<file path="config.mk">
export PLATFORM = sky130hd
export DESIGN_NAME = cbi_cell
export DESIGN_NICKNAME = d
export VERILOG_FILES = /design/src/rtl/cbi_pkg.sv /design/src/rtl/cbi_cell.sv
export SDC_FILE = /design/constraint.sdc
export NUM_CORES = 1
export LEC_CHECK = 0
export ABC_AREA = 0
export BUFFER_PORTS_ARGS = -buffer_cell sky130_fd_sc_hd__buf_2
export CELL_PAD_IN_SITES_DETAIL_PLACEMENT = 1
export CELL_PAD_IN_SITES_GLOBAL_PLACEMENT = 1
export CORE_MARGIN = 10
export CORE_UTILIZATION = 25
export DETAILED_ROUTE_END_ITERATION = 8
export PLACE_DENSITY_LB_ADDON = 0.25
export SLEW_MARGIN = 20
export SYNTH_ARGS = -nofsm -noshare
export SYNTH_HDL_FRONTEND = slang
export SYNTH_SLANG_ARGS = --single-unit
</file>
<file path="constraint.sdc">
create_clock -name clk -period 4.6 [get_ports clk]
set_input_delay 0.69 -clock clk [delete_from_list [all_inputs] [get_ports clk]]
set_output_delay 0.69 -clock clk [all_outputs]
set_load 0.02 [all_outputs]
</file>
<file path="src/rtl/cbi_pkg.sv">
// ---------------------------------------------------------------------------
// cbi_pkg: shared constants for the convolutional byte interleaver
// Branch count, unit delay depth and derived sizes of the cell chain.
// ---------------------------------------------------------------------------
package cbi_pkg;

  localparam int BRANCHES   = 12;
  localparam int UNIT_DEPTH = 17;
  localparam int BYTE_W     = 8;

  // branch b holds b cells, so the chain has 0+1+...+(BRANCHES-1) cells
  localparam int NUM_CELLS  = BRANCHES * (BRANCHES - 1) / 2;
  localparam int BRANCH_W   = (BRANCHES > 1) ? $clog2(BRANCHES) : 1;

  typedef logic [BYTE_W-1:0]   byte_t;
  typedef logic [BRANCH_W-1:0] branch_t;

endpackage

</file>
<file path="src/rtl/cbi_cell.sv">
// ---------------------------------------------------------------------------
// cbi_cell: one unit delay of the interleaver
// Shift line of UNIT_DEPTH bytes that advances only when its branch is hit.
// ---------------------------------------------------------------------------
module cbi_cell (
  input  logic          clk,
  input  logic          rst,
  input  logic          en,
  input  cbi_pkg::byte_t din,
  output cbi_pkg::byte_t dout
);

  cbi_pkg::byte_t taps [cbi_pkg::UNIT_DEPTH];

  // oldest byte leaves before the shift
  assign dout = taps[cbi_pkg::UNIT_DEPTH-1];

  always_ff @(posedge clk) begin
    if (rst) begin
      for (int i = 0; i < cbi_pkg::UNIT_DEPTH; i++) begin
        taps[i] <= '0;
      end
    end else if (en) begin
      taps[0] <= din;
      for (int i = 1; i < cbi_pkg::UNIT_DEPTH; i++) begin
        taps[i] <= taps[i-1];
      end
    end
  end

endmodule
</file>
# [Word-level counts from Yosys, hierarchy flattened]
# Memory sizes are Yosys's and may differ from the RTL's.
# Index checks and enable logic that the tools add are counted.
[totals] reg_bits=0 mem_bits_rw=136 in_bits=11 out_inout_bits=8 mem_count=1
[classes] mux=22 bitwise_logic=17
[memory_table] name="taps" words=17 width=8 rd=17 rd_ports_with_merged_regs=0 write_ports=17 line_no="cbi_cell.sv:13" text="cbi_pkg::byte_t taps [cbi_pkg::UNIT_DEPTH];"
[op_table] operator="8-bit 2-to-1 mux" n=17
[op_table] operator="1-bit OR" n=17
[op_table] operator="1-bit 2-to-1 mux" n=5

# [Logic depth before layout (Yosys ltp)]
[logic_depth] word_depth=4 depth_mapped=3 mapped_depth_nobuf=1

# [Worst setup path before layout]
# Ideal clock, no wire load.
[synth_path] path_type="input to register" start="input rst" end="memory taps[0][0] in the netlist's numbering (enable)" setup_time_ns=0.505 t_arrival_ns=3.942 slack_ns=0.153 path_stages=3 cell_sequence="clkbuf_4 > buf_6 > or2_1"
[synth_lines] item="start: declaration" line_no="cbi_cell.sv:7" text="input logic rst,"
[synth_lines] item="end: declaration" line_no="cbi_cell.sv:13"

==> metrics <==
sum of buffers and inverters on the critical path=2; Clock Latency Late Sink=0.41 ns; unrepaired setup endpoints after global routing=false; share of cells above drive strength 1=0.1451; reg2reg end=taps[15][7]; critical path arrival=about 2.3 ns; GPL Wtd Cong=0.6042; htree depth=4; post-synthesis sequential area ratio=0.7346; minimum clock period=between 2 and 2.5 ns; final WL=7793 um; syn_nets=between 300 and 400; Via Count=approximately 2500; Power Total=~0.0028 W; actual slew at the worst max-slew pin=just under 0.9 ns; initial antenna violation count=0; Slew Limit Fails=0; DIE AREA=roughly 29000 sq um; worst r2r src=taps[14][7]; buffers added on ports=18; CTS Hold Bufs=0; Top Registers=taps (136); DRC=0; GR Util met2=0.08416; Synth Instances=303; # diodes=0; Crit Path Class=primary input to register; wire length per cell=approximately 13 um; Remaining Overflow, GRT=0; setup_tns=0 ns; count of final hold-check violations=0; Reg2Reg Depth=1; Setup crit end=taps[11][6]; crit path capture type=register; vias in the first global route=~2600; Critical Path Max Stage Delay=roughly 0.65 ns; count of cell types in the netlist=8; Root Driver=clkbuf_16; slowest CP cell=buf_2; Worst Hold Class=register to register; CTS buffer count=17; VDD IR max=about 230 uV; DR iter-0 viols=145; register bank with the most flops=taps; Syn Area/Cell=18.35 sq um; crit-path max FO=approximately 140; FF+latch count, synth=around 140; cell taking the most area after synthesis=edfxtp_1; CORE AREA=about 22000 sq um; post-synth top area share=0.7346; CP required=roughly 4.6 ns; PwrDens=roughly 440 nW/um^2; Post-CTS Setup Bufs=0; via-per-instance ratio=about 4.2; CTS Sinks=~140; Routed Antenna Nets=0; Rel. slew slack=0.4234; met1 usage=0.06843; IO Count=19; first-pass GRT wire length=between 10000 and 15000 um; Yosys warning count=0; outcome=complete, no violations; DP HPWL=3094 um; Worst path depth=3; area grow syn2layout=12.87%; M3 GR Usage=0.02640; CTS max path bufs=2; Worst Skew=0.007483 ns; crit-path cells=buf_2 > or2_4 > buf_12; fmax=0.4401 GHz; Pre-antenna DRT Iters=5; Finished Cell Area=6275 sq um; largest net degree at the start of global routing=approximately 140; CTS tree=yes; startpoint types=primary input; Initial Utilization=0.2547; Clock transition at path regs=approximately 0.050 ns; reg2reg setup slack=about 3.8 ns; number of gates resized after cts=0; Die H=169.1 um; synthesized area=~5600 sq um; Max Cap Viol=0; Crit. Startpoint=rst; cell row count=54; Final Cycle Share=0.4939; Nets=324; overall routing resource usage=0.05719; delay-heaviest family, CP=buffers and inverters; max FFs per register=~140; die width=roughly 170 um; GRT busiest layer=met2; Setup-failing EPs final=0; Synth area leaders=edfxtp_1 (73%), and3b_1 (20%), buf_6 (2.8%), buf_4 (1.6%), and3b_2 (1.1%); Leakage=2.839 nW; Placement Cell Area=roughly 5800 sq um
==> synth_stat cells <==
cell type,number
and3b_2,6
buf_6,14
clkbuf_4,1
edfxtp_1,136
and3b_1,130
buf_4,12
buf_2,3
or2_1,1
==> report_power, final <==
group	total [W]	internal, W	switching, W	leakage, nW
Combinational	0.000105	0.0000392	0.0000656	1.09
Clock	0.00119	0.000724	0.000469	0.243
Sequential	0.00146	0.00145	0.0000146	1.51
Total	0.00276	0.00221	0.000549	2.84
==> routing by layer <==
| metal | wire (um) | share of wire |
|---|---|---|
| met4 | 141 | 0.018 |
| met1 | 3648 | 0.47 |
| met3 | 355 | 0.046 |
| met2 | 3647 | 0.47 |
| met5 | 0 | 0 |
==> layout by cell type, fill, tap and decap left out <==
master       n
bufinv_16    1
clkbuf_16   17
buf_6        1
and3b_1    130
clkinv_2     1
clkbuf_1     5
buf_2       17
buf_4        2
or2_4        1
clkinv_1     6
buf_12       1
edfxtp_1   136
and3b_2      6
==> area by class of cell <==
| class | instances | area [sq um] |
|---|---|---|
| Sequential cell | 136 | 4084 |
| Fill cell | 2251 | 15550 |
| Multi-Input combinational cell | 137 | 1207 |
| Clock inverter | 8 | 57.56 |
| Tap cell | 280 | 350.3 |
| Timing Repair Buffer | 21 | 131.4 |
| Clock buffer | 22 | 444.2 |
==> stage by stage <==
stage | std cells | utilization | setup WS [ns] | hold WS, ns
global placement | 574 | 0.2644 | 1.952 | 0.5329
CTS | 604 | 0.2874 | 2.316 | 0.5515
detailed placement | 574 | 0.2644 | 1.882 | 0.5403
global route | 604 | 0.2875 | 2.182 | 0.5644
finish | 604 | 0.2875 | 2.328 | 0.5492
floorplan | 303 | - | 0.1535 | 0.5310
==> kinds of logic (layout without fill, tap and decap cells) <==
family                 Yosys count  in the layout  synth area share
buffers and inverters           30             51           0.04862
flip-flops                     136            136            0.7346
AND/OR/NAND/NOR                137            137            0.2167
==> how the worst min path moves through the flow <==
stage	startpoint	end	slack, ns	cells past startpoint
floorplan	taps[9][0]	taps[10][0]	0.53	1
global placement	taps[1][6]	taps[2][6]	0.53	1
detailed placement	taps[14][4]	taps[15][4]	0.54	1
CTS	taps[14][4]	taps[15][4]	0.55	1
global route	taps[13][2]	taps[14][2]	0.56	1
finish	taps[14][4]	taps[15][4]	0.55	1
No activity file was read; power rests on OpenSTA's default activity.
